$ cat src/scan_code_set1_decoder_assert.svh
// ---------------------------------------------------------------------------
// scan_code_set1_decoder_assert.svh
// Assertion macros for the set-1 scan code decoder. They are clocked on clk
// and disabled while rst_n is low.
// ---------------------------------------------------------------------------
`ifndef SCAN_CODE_SET1_DECODER_ASSERT_SVH
`define SCAN_CODE_SET1_DECODER_ASSERT_SVH

`ifndef SYNTHESIS

// The property must hold at every rising clock edge out of reset.
`define SCD_ASSERT(name, prop, msg) \
    name: assert property (@(posedge clk) disable iff (!rst_n) (prop)) else $error(msg);

// The condition must never be true.
`define SCD_ASSERT_NEVER(name, cond, msg) \
    name: assert property (@(posedge clk) disable iff (!rst_n) !(cond)) else $error(msg);

`else

`define SCD_ASSERT(name, prop, msg)
`define SCD_ASSERT_NEVER(name, cond, msg)

`endif

`endif

$ cat src/scd_pkg.sv
// ---------------------------------------------------------------------------
// scd_pkg
// Types, codes and key classification helpers for the set-1 scan code decoder.
// ---------------------------------------------------------------------------
package scd_pkg;

    // Prefix and key codes
    localparam logic [7:0] CODE_E0     = 8'hE0;
    localparam logic [7:0] CODE_E1     = 8'hE1;
    localparam logic [7:0] CODE_PAUSE  = 8'hC5;
    localparam logic [7:0] CODE_EXT    = 8'h80;
    localparam logic [7:0] KEYPAD_LO   = 8'h47;
    localparam logic [7:0] KEYPAD_HI   = 8'h53;
    localparam logic [6:0] KEY_LCTRL   = 7'h1D;
    localparam logic [6:0] KEY_LSHIFT  = 7'h2A;
    localparam logic [6:0] KEY_RSHIFT  = 7'h36;
    localparam logic [6:0] KEY_ALT     = 7'h38;
    localparam logic [6:0] KEY_CAPS    = 7'h3A;
    localparam logic [6:0] KEY_NUM     = 7'h45;
    localparam logic [6:0] KEY_SCROLL  = 7'h46;

    // Modifier bits: bit0 shift, bit1 alt, bit2 ctrl
    localparam logic [2:0] MOD_SHIFT   = 3'b001;
    localparam logic [2:0] MOD_ALT     = 3'b010;
    localparam logic [2:0] MOD_CTRL    = 3'b100;

    // Lock bits: bit0 scroll, bit1 num, bit2 caps
    localparam logic [2:0] LK_SCROLL   = 3'b001;
    localparam logic [2:0] LK_NUM      = 3'b010;
    localparam logic [2:0] LK_CAPS     = 3'b100;

    typedef enum logic [1:0] {
        PH_NONE,    // no prefix pending
        PH_E0,      // E0 seen
        PH_E1A,     // E1 seen, waiting for second byte
        PH_E1B      // E1 sequence, waiting for third byte
    } phase_t;

    typedef struct packed {
        logic [2:0] mods;
        logic [2:0] locks;
        phase_t     phase;
    } state_t;

    typedef struct packed {
        logic [7:0] key_index;
        logic       use_shift_table;
        logic       ctrl_held;
        logic       alt_held;
        logic       pause_break;
        logic [2:0] lock_flags;
    } result_t;

    function automatic logic [2:0] modifier_of(input logic [6:0] code);
        logic [2:0] m;
        m = 3'b000;
        if (code == KEY_LCTRL) m = MOD_CTRL;
        else if (code == KEY_LSHIFT || code == KEY_RSHIFT) m = MOD_SHIFT;
        else if (code == KEY_ALT) m = MOD_ALT;
        return m;
    endfunction

    function automatic logic [2:0] lock_of(input logic [6:0] code);
        logic [2:0] l;
        l = 3'b000;
        if (code == KEY_CAPS) l = LK_CAPS;
        else if (code == KEY_NUM) l = LK_NUM;
        else if (code == KEY_SCROLL) l = LK_SCROLL;
        return l;
    endfunction

endpackage

$ cat src/scd_chan_if.sv
// ---------------------------------------------------------------------------
// scd_chan_if
// Valid/ready channels of the decoder: scan bytes in, key results out.
// ---------------------------------------------------------------------------
interface scd_scan_if;
    logic       valid;
    logic       ready;
    logic [7:0] scan_byte;

    modport source (output valid, output scan_byte, input ready);
    modport sink   (input valid, input scan_byte, output ready);
endinterface

interface scd_key_if;
    logic       valid;
    logic       ready;
    logic [7:0] key_index;
    logic       use_shift_table;
    logic       ctrl_held;
    logic       alt_held;
    logic       pause_break;
    logic [2:0] lock_flags;

    modport source (output valid, output key_index, output use_shift_table,
                    output ctrl_held, output alt_held, output pause_break,
                    output lock_flags, input ready);
    modport sink   (input valid, input key_index, input use_shift_table,
                    input ctrl_held, input alt_held, input pause_break,
                    input lock_flags, output ready);
endinterface

$ cat src/scd_decode.sv
// ---------------------------------------------------------------------------
// scd_decode
// Single-pass decode of one scan byte: next prefix/modifier/lock state and
// the key result, if the byte produces one.
// ---------------------------------------------------------------------------
module scd_decode
    import scd_pkg::*;
(
    input  logic [7:0] scan_byte,
    input  state_t     cur,
    output state_t     nxt,
    output logic       has_result,
    output result_t    result
);

    logic [6:0] base;
    logic [2:0] mod_hit;
    logic [2:0] lock_hit;
    logic [7:0] idx;
    logic       keypad;

    assign base     = scan_byte[6:0];
    assign mod_hit  = modifier_of(base);
    assign lock_hit = lock_of(base);

    // Ordinary key index; E0, or a keypad key with num lock off, moves it to the upper half
    always_comb
    begin
        idx = {(cur.phase == PH_E0), base};
        keypad = (idx >= KEYPAD_LO) && (idx <= KEYPAD_HI) && ((cur.locks & LK_NUM) == 3'b000);
        if (keypad)
        begin
            idx = idx | CODE_EXT;
        end
    end

    // State update and result
    always_comb
    begin
        nxt        = cur;
        has_result = 1'b0;
        result     = '0;
        result.lock_flags = cur.locks;
        case (cur.phase)
            PH_E1B:
            begin
                nxt.phase = PH_NONE;
                if (scan_byte == CODE_PAUSE)
                begin
                    has_result         = 1'b1;
                    result.pause_break = 1'b1;
                end
            end
            PH_E1A:
            begin
                nxt.phase = PH_E1B;
            end
            default:
            begin
                if (scan_byte == CODE_E1)
                begin
                    nxt.phase = PH_E1A;
                end
                else if (scan_byte == CODE_E0)
                begin
                    nxt.phase = PH_E0;
                end
                else
                begin
                    nxt.phase = PH_NONE;
                    if (scan_byte[7])
                    begin
                        // release: clear modifier, toggle lock
                        nxt.mods  = cur.mods & ~mod_hit;
                        nxt.locks = cur.locks ^ lock_hit;
                    end
                    else if (lock_hit != 3'b000)
                    begin
                        // lock press does nothing
                    end
                    else if (mod_hit != 3'b000)
                    begin
                        nxt.mods = cur.mods | mod_hit;
                    end
                    else
                    begin
                        has_result             = 1'b1;
                        result.key_index       = idx;
                        result.use_shift_table = keypad ? 1'b0
                                                 : ((cur.mods & MOD_SHIFT) != 3'b000)
                                                   ^ ((cur.locks & LK_CAPS) != 3'b000);
                        result.ctrl_held       = (cur.mods & MOD_CTRL) != 3'b000;
                        result.alt_held        = (cur.mods & MOD_ALT) != 3'b000;
                    end
                end
            end
        endcase
    end

endmodule

$ cat src/scan_code_set1_decoder.sv
// ---------------------------------------------------------------------------
// scan_code_set1_decoder
// Set-1 keyboard scan code decoder: prefix, modifier and lock tracking with
// one normalized key result per pressed ordinary key.
// ---------------------------------------------------------------------------
// Each scan byte is registered in the input register, decoded combinationally
// and its result, if any, is registered on the output channel; a new byte is
// accepted every cycle unless stalled. The only stall comes from a full result
// register whose result is not yet taken, and only a byte that produces a
// result waits on it. Prefixes, modifier and lock keys and key releases give
// no result; the Pause sequence E1 xx C5 gives one result with pause_break
// set. Num lock is on after reset.
// ---------------------------------------------------------------------------
`include "scan_code_set1_decoder_assert.svh"

module scan_code_set1_decoder
    import scd_pkg::*;
(
    input  logic         clk,
    input  logic         rst_n,
    scd_scan_if.sink     scan_in,
    scd_key_if.source    key_out
);

    localparam state_t STATE_RESET = '{mods: 3'b000, locks: LK_NUM, phase: PH_NONE};

    logic       in_vld_reg;
    logic       in_vld_next;
    logic [7:0] in_byte_reg;
    state_t     state_reg;
    state_t     state_next;
    logic       out_vld_reg;
    logic       out_vld_next;
    result_t    out_res_reg;

    state_t     dec_state;
    logic       dec_has;
    result_t    dec_res;
    logic       out_free;
    logic       advance;

    scd_decode u_decode (
        .scan_byte  (in_byte_reg),
        .cur        (state_reg),
        .nxt        (dec_state),
        .has_result (dec_has),
        .result     (dec_res)
    );

    // Handshake control
    assign out_free      = !out_vld_reg || key_out.ready;
    assign advance       = in_vld_reg && (!dec_has || out_free);
    assign scan_in.ready = !in_vld_reg || advance;

    always_comb
    begin
        in_vld_next  = scan_in.ready ? scan_in.valid : in_vld_reg;
        state_next   = advance ? dec_state : state_reg;
        out_vld_next = (advance && dec_has) ? 1'b1
                       : (key_out.ready ? 1'b0 : out_vld_reg);
    end

    // Control registers
    always_ff @(posedge clk or negedge rst_n)
    begin
        if (!rst_n)
        begin
            in_vld_reg  <= 1'b0;
            state_reg   <= STATE_RESET;
            out_vld_reg <= 1'b0;
        end
        else
        begin
            in_vld_reg  <= in_vld_next;
            state_reg   <= state_next;
            out_vld_reg <= out_vld_next;
        end
    end

    // Payload registers
    always_ff @(posedge clk)
    begin
        if (scan_in.valid && scan_in.ready)
        begin
            in_byte_reg <= scan_in.scan_byte;
        end
        if (advance && dec_has)
        begin
            out_res_reg <= dec_res;
        end
    end

    assign key_out.valid           = out_vld_reg;
    assign key_out.key_index       = out_res_reg.key_index;
    assign key_out.use_shift_table = out_res_reg.use_shift_table;
    assign key_out.ctrl_held       = out_res_reg.ctrl_held;
    assign key_out.alt_held        = out_res_reg.alt_held;
    assign key_out.pause_break     = out_res_reg.pause_break;
    assign key_out.lock_flags      = out_res_reg.lock_flags;

    // Assertions
    `SCD_ASSERT(a_state_holds, !advance |=> $stable(state_reg), "state changed without a byte")
    `SCD_ASSERT(a_e1_second, advance && state_reg.phase == PH_E1A |=> state_reg.phase == PH_E1B, "E1 sequence did not advance")
    `SCD_ASSERT_NEVER(a_no_overwrite, scan_in.valid && scan_in.ready && in_vld_reg && !advance, "input register overwritten")
    `SCD_ASSERT_NEVER(a_pause_clean, out_vld_reg && out_res_reg.pause_break && (out_res_reg.key_index != 8'h00 || out_res_reg.ctrl_held || out_res_reg.alt_held || out_res_reg.use_shift_table), "pause result carries key data")

endmodule

$ cat src/flat_wrapper.sv
// flat-port wrapper written by rule: the top's interface ports become plain ports
module scan_code_set1_decoder_flat import scd_pkg::*;
  (clk, rst_n, scan_in_valid, scan_in_scan_byte, scan_in_ready, key_out_valid, key_out_key_index, key_out_use_shift_table, key_out_ctrl_held, key_out_alt_held, key_out_pause_break, key_out_lock_flags, key_out_ready);
  scd_scan_if scan_in_i ();
  scd_key_if key_out_i ();
  input  logic clk;
  input  logic rst_n;
  input wire logic [$bits(scan_in_i.valid)-1:0] scan_in_valid;
  input wire logic [$bits(scan_in_i.scan_byte)-1:0] scan_in_scan_byte;
  output wire logic [$bits(scan_in_i.ready)-1:0] scan_in_ready;
  output wire logic [$bits(key_out_i.valid)-1:0] key_out_valid;
  output wire logic [$bits(key_out_i.key_index)-1:0] key_out_key_index;
  output wire logic [$bits(key_out_i.use_shift_table)-1:0] key_out_use_shift_table;
  output wire logic [$bits(key_out_i.ctrl_held)-1:0] key_out_ctrl_held;
  output wire logic [$bits(key_out_i.alt_held)-1:0] key_out_alt_held;
  output wire logic [$bits(key_out_i.pause_break)-1:0] key_out_pause_break;
  output wire logic [$bits(key_out_i.lock_flags)-1:0] key_out_lock_flags;
  input wire logic [$bits(key_out_i.ready)-1:0] key_out_ready;
  assign scan_in_i.valid = scan_in_valid;
  assign scan_in_i.scan_byte = scan_in_scan_byte;
  assign scan_in_ready = scan_in_i.ready;
  assign key_out_valid = key_out_i.valid;
  assign key_out_key_index = key_out_i.key_index;
  assign key_out_use_shift_table = key_out_i.use_shift_table;
  assign key_out_ctrl_held = key_out_i.ctrl_held;
  assign key_out_alt_held = key_out_i.alt_held;
  assign key_out_pause_break = key_out_i.pause_break;
  assign key_out_lock_flags = key_out_i.lock_flags;
  assign key_out_i.ready = key_out_ready;
  scan_code_set1_decoder u_core (.clk(clk), .rst_n(rst_n), .scan_in(scan_in_i), .key_out(key_out_i));
endmodule
$ cat config.mk
export PLATFORM = sky130hd
export DESIGN_NAME = scan_code_set1_decoder_flat
export DESIGN_NICKNAME = d
export VERILOG_FILES = /design/src/scd_pkg.sv /design/src/scd_chan_if.sv /design/src/scd_decode.sv /design/src/scan_code_set1_decoder.sv /design/src/flat_wrapper.sv
export VERILOG_INCLUDE_DIRS = /design/src /design/src/src
export SDC_FILE = /design/constraint.sdc
export NUM_CORES = 1
export LEC_CHECK = 0
export BUFFER_PORTS_ARGS = -buffer_cell sky130_fd_sc_hd__buf_2
export CORE_MARGIN = 5
export CORE_UTILIZATION = 45
export CTS_CLUSTER_DIAMETER = 80
export DETAILED_ROUTE_END_ITERATION = 16
export MAX_ROUTING_LAYER = met4
export PLACE_DENSITY = 0.71
export SYNTH_ARGS = -nofsm -noshare
export SYNTH_HDL_FRONTEND = slang
export SYNTH_SLANG_ARGS = --single-unit
export TNS_END_PERCENT = 10
$ cat constraint.sdc
create_clock -name clk -period 8.05 [get_ports clk]
set_input_delay 2.415 -clock clk [delete_from_list [all_inputs] [get_ports clk]]
set_output_delay 2.415 -clock clk [all_outputs]
set_load 0.02 [all_outputs]
* After elaboration in Yosys (flattened, before gate mapping)
Index checks and enable logic that the tools add are counted.
Storage, ports and cells: register bits after elaboration 33, bits in latches 0, bits in writable memories 0, memory bits (read-only) 0, input port bits 12, logic and storage cells 80, memories kept 0
Cells by class: $add $sub $neg 0, $mul 0, div/mod/pow operators 0, magnitude comparators 2, equality and inequality tests 14, shift operators 0, mux-type cells 22, bitwise gates (word level) 8, reduce and logical (&&, ||, !) cells 22
Operator list (count):
- $eq 7x6->1 const B | 4
- $eq 8x8->1 const B | 3
- $mux 3 | 7
- $eq 7x7->1 const B | 2
- $mux 1 | 10
- $ge 8x7->1 const B | 1
- $le 8x7->1 const B | 1
- $mux 8 | 1
- $reduce_or 8->1 | 1
- $eq 7x5->1 const B | 1
- $reduce_or 7->1 | 1
- $reduce_and 6->1 | 1
- $reduce_bool 3->1 | 2
- $logic_and 1x1->1 | 5
- $reduce_and 5->1 | 1
- $eq 2x2->1 const B | 2
- $logic_or 1x1->1 | 4
- $mux 2 | 2
- $pmux 2 s2 | 1
- $reduce_bool 2->1 | 2
- $and 3x3->3 | 1
- $logic_not 1->1 | 3
- $logic_not 3->1 | 1
- $not 1->1 | 3
- 8 further kinds | 8

* Depth between registers and ports, before layout
depth in word-level cells 16, gate-level depth with buffers 7, depth with buffers taken out 5

* Hierarchy
A second synthesis with hierarchy kept.
Second synthesis, totals: cell total of the unflattened synthesis 147, area total of the unflattened synthesis 1788.0 um2
By module, submodules not included:
- scan_code_set1_decoder | times used 1, cells each 80, area each 1305.0 um2, sequential area each 942.2 um2
- scd_decode | times used 1, cells each 67, area each 483.0 um2, sequential area each 0.0 um2

* Worst setup path after synthesis
No wires, ideal clock.
kind input to output, start in key_out_ready, end out scan_in_ready, arrival time 2.948 ns, required time 5.635 ns, slack 2.687 ns, stages 3, path buffers 0, cell sequence nor2b_1 -> nand2_1 -> or2_1
Between the ends: word-level cells in the longest chain between the ends 4
RTL lines:
- from (decl) | RTL line flat_wrapper.sv:18 | input wire logic [$bits(key_out_i.ready)-1:0] key_out_ready;
- $logic_or 1x1->1 | RTL line scan_code_set1_decoder.sv:51 | assign out_free = !out_vld_reg || key_out.ready;
- $logic_or 1x1->1 | RTL line scan_code_set1_decoder.sv:52 | assign advance = in_vld_reg && (!dec_has || out_free);
- $logic_and 1x1->1 | RTL line scan_code_set1_decoder.sv:52
- $logic_or 1x1->1 | RTL line scan_code_set1_decoder.sv:53 | assign scan_in.ready = !in_vld_reg || advance;
- to (decl) | RTL line flat_wrapper.sv:10 | output wire logic [$bits(scan_in_i.ready)-1:0] scan_in_ready;
No other way between the ends.

* Worst setup path after layout
Same ends and word-level chain as after synthesis.

==> results.yml <==
worst_setup_path:
  crit_path_start: "key_out_ready"
  crit_slowest_cell: "or2_1"
  crit_type: "input pin to primary output"
  worst_ep_required_time_ns: 5.64
  path_common_cell: "buf_2"
  crit_path_end_kind: "primary output"
  r2r_cells: 5
  cpLargestDelayFamily: "simple AND/OR/NAND/NOR gates"
  path_cells: "buf_2 -> nor2b_1 -> nand2_1 -> or2_1 -> buf_2"
  critPathArrivalTime_ns: 3.23
  startpoint_type: "input pin"
  cp_max_fo: 3
  worst_path_largest_cell_delay_ns: 0.22
  worst-path-stages: 5
  reg2reg_from: "u_core.in_byte_reg[1]$_DFFE_PP_"
  cp_num_buf_inv: 2
place:
  dp.cells: 195
  place.gp.congestion: 0.998
  port_buffers: 28
  post-dp-hpwl_mm: 2.10
cts:
  postCtsHoldBufs: 0
  insertion_delay_ns: 0.33
  post_cts_buffers: 0
  cts_resized: 0
  cts.reportedPaths.clkPinSlew_ns: 0.10
  cts_tree: "built"
  cts_sinks: 33
  cts-buffers-inserted: 5
  cts_buffer_depth: 2
  cts_max_level: 2
  cts_root_buf: "clkbuf_4"
synth:
  syn_area_per_cell_um2: 12.3
  synth_fa_ha_area_share_pct: 0
  ys_seq_area_share_pct: 60.4
  synth_edf_count: 23
  yosys-top-cells-area: "edfxtp_1 44%, dfrtp_1 14%, and3_1 3.2%"
  yosys.area.top_type: "edfxtp_1"
  syn-num-nets: 139
  synth_seq_cells: 33
  synth-compound-area-share_pct: 9.62
  synth_cells: 127
  yosys.area_share.simple_pct: 23.1
  synth-xor-area-share_pct: 2.25
  dominantRegCellSynth: "edfxtp_1"
  yosysWarnings: 0
  syn-cell-area_um2: 1560
  synth.top_cell.area_share_pct: 44.3
  synth_common_cells: "23 x edfxtp_1, 9 x dfrtp_1, 8 x and3_1, 8 x nor2_1, 7 x nand2_1"
  synth_top_family_by_area: "simple AND/OR/NAND/NOR gates"
  ys_types: 48
  async_flop_share_pct: 30.3
  synth_most_common_cell: "edfxtp_1"
  synth_mux_area_share_pct: 1.28
detailed_routing:
  wire_per_inst_um: 13.9
  vias: 1111
  routed_wl_mm: 2.81
  firstDrtPassIters: 4
  dr.first_iter.drc_count: 49
  route.met3.wl_um: 203
  drtAntennaViolNets: 0
  wl_met1_mm: 1.20
  vias_per_cell: 5.47
  wl_met2_mm: 1.36
  top_layer_used: "met4"
  drcViolationCount: 0
sta:
  post-route-min-period_ns: 5.64
  setup_violations: 0
  slew_headroom_pct: 26.7
  finalSetupTns_ns: 0
  fmax_mhz: 177
  fin_crit_sh_pct: 70.1
  rsz0062_at_grt: "false"
  worst_pin_slew_ns: 1.09
  skew_ns: 0.00542
  slew_viol_final: 0
  final_hold_viol_count: 0
layout:
  drive_above_1_share_pct: 27.4
  area_growth_pct: 13.9
  fillCellCount: 311
  nets: 168
  stdcell_count: 203
  n_antenna_cell: 0
pwr:
  powerDensity_nw_per_um2: 191
  vdd_drop_max_mv: 0.104
  power_leakage_nw: 0.733
floorplan:
  fp.dieW_um: 68.9
  core_um2: 3340
  pin_count: 29
  num_rows: 21
  die_h_um: 68.9
  die_area_um2: 4750
  start_util_pct: 46.8
global_routing:
  grt_pass1_vias: 1025
  overflow: 0
  antenna_found_initial: 0
  grt_pass1_wl_mm: 4.69
  gr-usage-all-layers_pct: 14.6
  grt_max_degree: 16
hold_path:
  hold_path.class: "flop to flop"
  hold-path-cell-count: 1
  hp-start: "u_core.state_reg[2]$_DFFE_PN0P_"
run:
  cap_violations: 0
run_status:
  status: "completed"
## worst paths after layout
path / to / slack [ns]
max in group asynchronous: u_core.state_reg[3]$_DFFE_PN1P_ / 5.85
max: scan_in_ready / 2.41
min reg2reg: u_core.state_reg[2]$_DFFE_PN0P_ / 0.49
max reg2reg: u_core.key_out.ctrl_held$_SDFFCE_PP0P_ / 5.30
min: u_core.state_reg[2]$_DFFE_PN0P_ / 0.49
min in group asynchronous: u_core.state_reg[1]$_DFFE_PN0N_ / 1.94
## area by class of cell
class | count | area [um2] | area share, %
sequential | 33 | 942 | 53.0
multi-input combinational | 84 | 571 | 32.1
timing repair buffer | 28 | 140 | 7.89
tap | 46 | 57.6 | 3.24
clock buffer | 6 | 41.3 | 2.32
inverter | 4 | 15.0 | 0.845
clock inverter | 2 | 10.0 | 0.563
## power breakdown
part           internal [W]  leakage, nW  switching, W
registers          0.000198        0.350     0.0000107
clock network     0.0000332       0.0320     0.0000521
logic             0.0000185        0.351     0.0000262
## stage by stage
| stage | total power [W] | setup WS [ns] | cell area [um2] | utilization, % | hold slack [ns] |
|---|---|---|---|---|---|
| 2_1_floorplan | 0.000242 | 2.69 | 1560 | - | 0.437 |
| 3_3_place_gp | 0.000256 | 2.45 | 1730 | 51.7 | 0.455 |
| 3_5_place_dp | 0.000258 | 2.41 | 1730 | 51.7 | 0.473 |
| 4_1_cts | 0.000344 | 2.41 | 1780 | 53.2 | 0.486 |
| 5_1_grt | 0.000359 | 2.32 | 1780 | 53.2 | 0.498 |
| 6_report | 0.000339 | 2.41 | 1780 | 53.2 | 0.485 |
## per-layer routing
layer  up-vias  GRT usage [%]
met2        44           22.6
met4         0           10.2
met5         -              -
met1       529           16.5
met3         7           3.89
li1        531              -
## cells by family after synthesis
| group | Yosys count |
|---|---|
| xor+xnor | 4 |
| compound gates | 21 |
| simple gates | 57 |
| flops | 33 |
| mux | 2 |
| buf+inv | 10 |
## layout by cell type (no fill, tap or decap), types with 2 or more instances in the layout
cell type and n:
nor2b_1 5, nand3b_1 3, o21a_1 2, xor2_1 4
inv_1 4, nand2b_1 4, nor3_1 2, buf_2 28
clkinv_2 2, clkbuf_4 5, nand2_1 7, mux2i_1 2
o21ai_0 5, a21oi_1 3, edfxtp_1 23, nor2_1 8
dfrtp_1 9, and3_1 8, nand3_1 3
No activity file was read; power rests on OpenSTA's default activity.
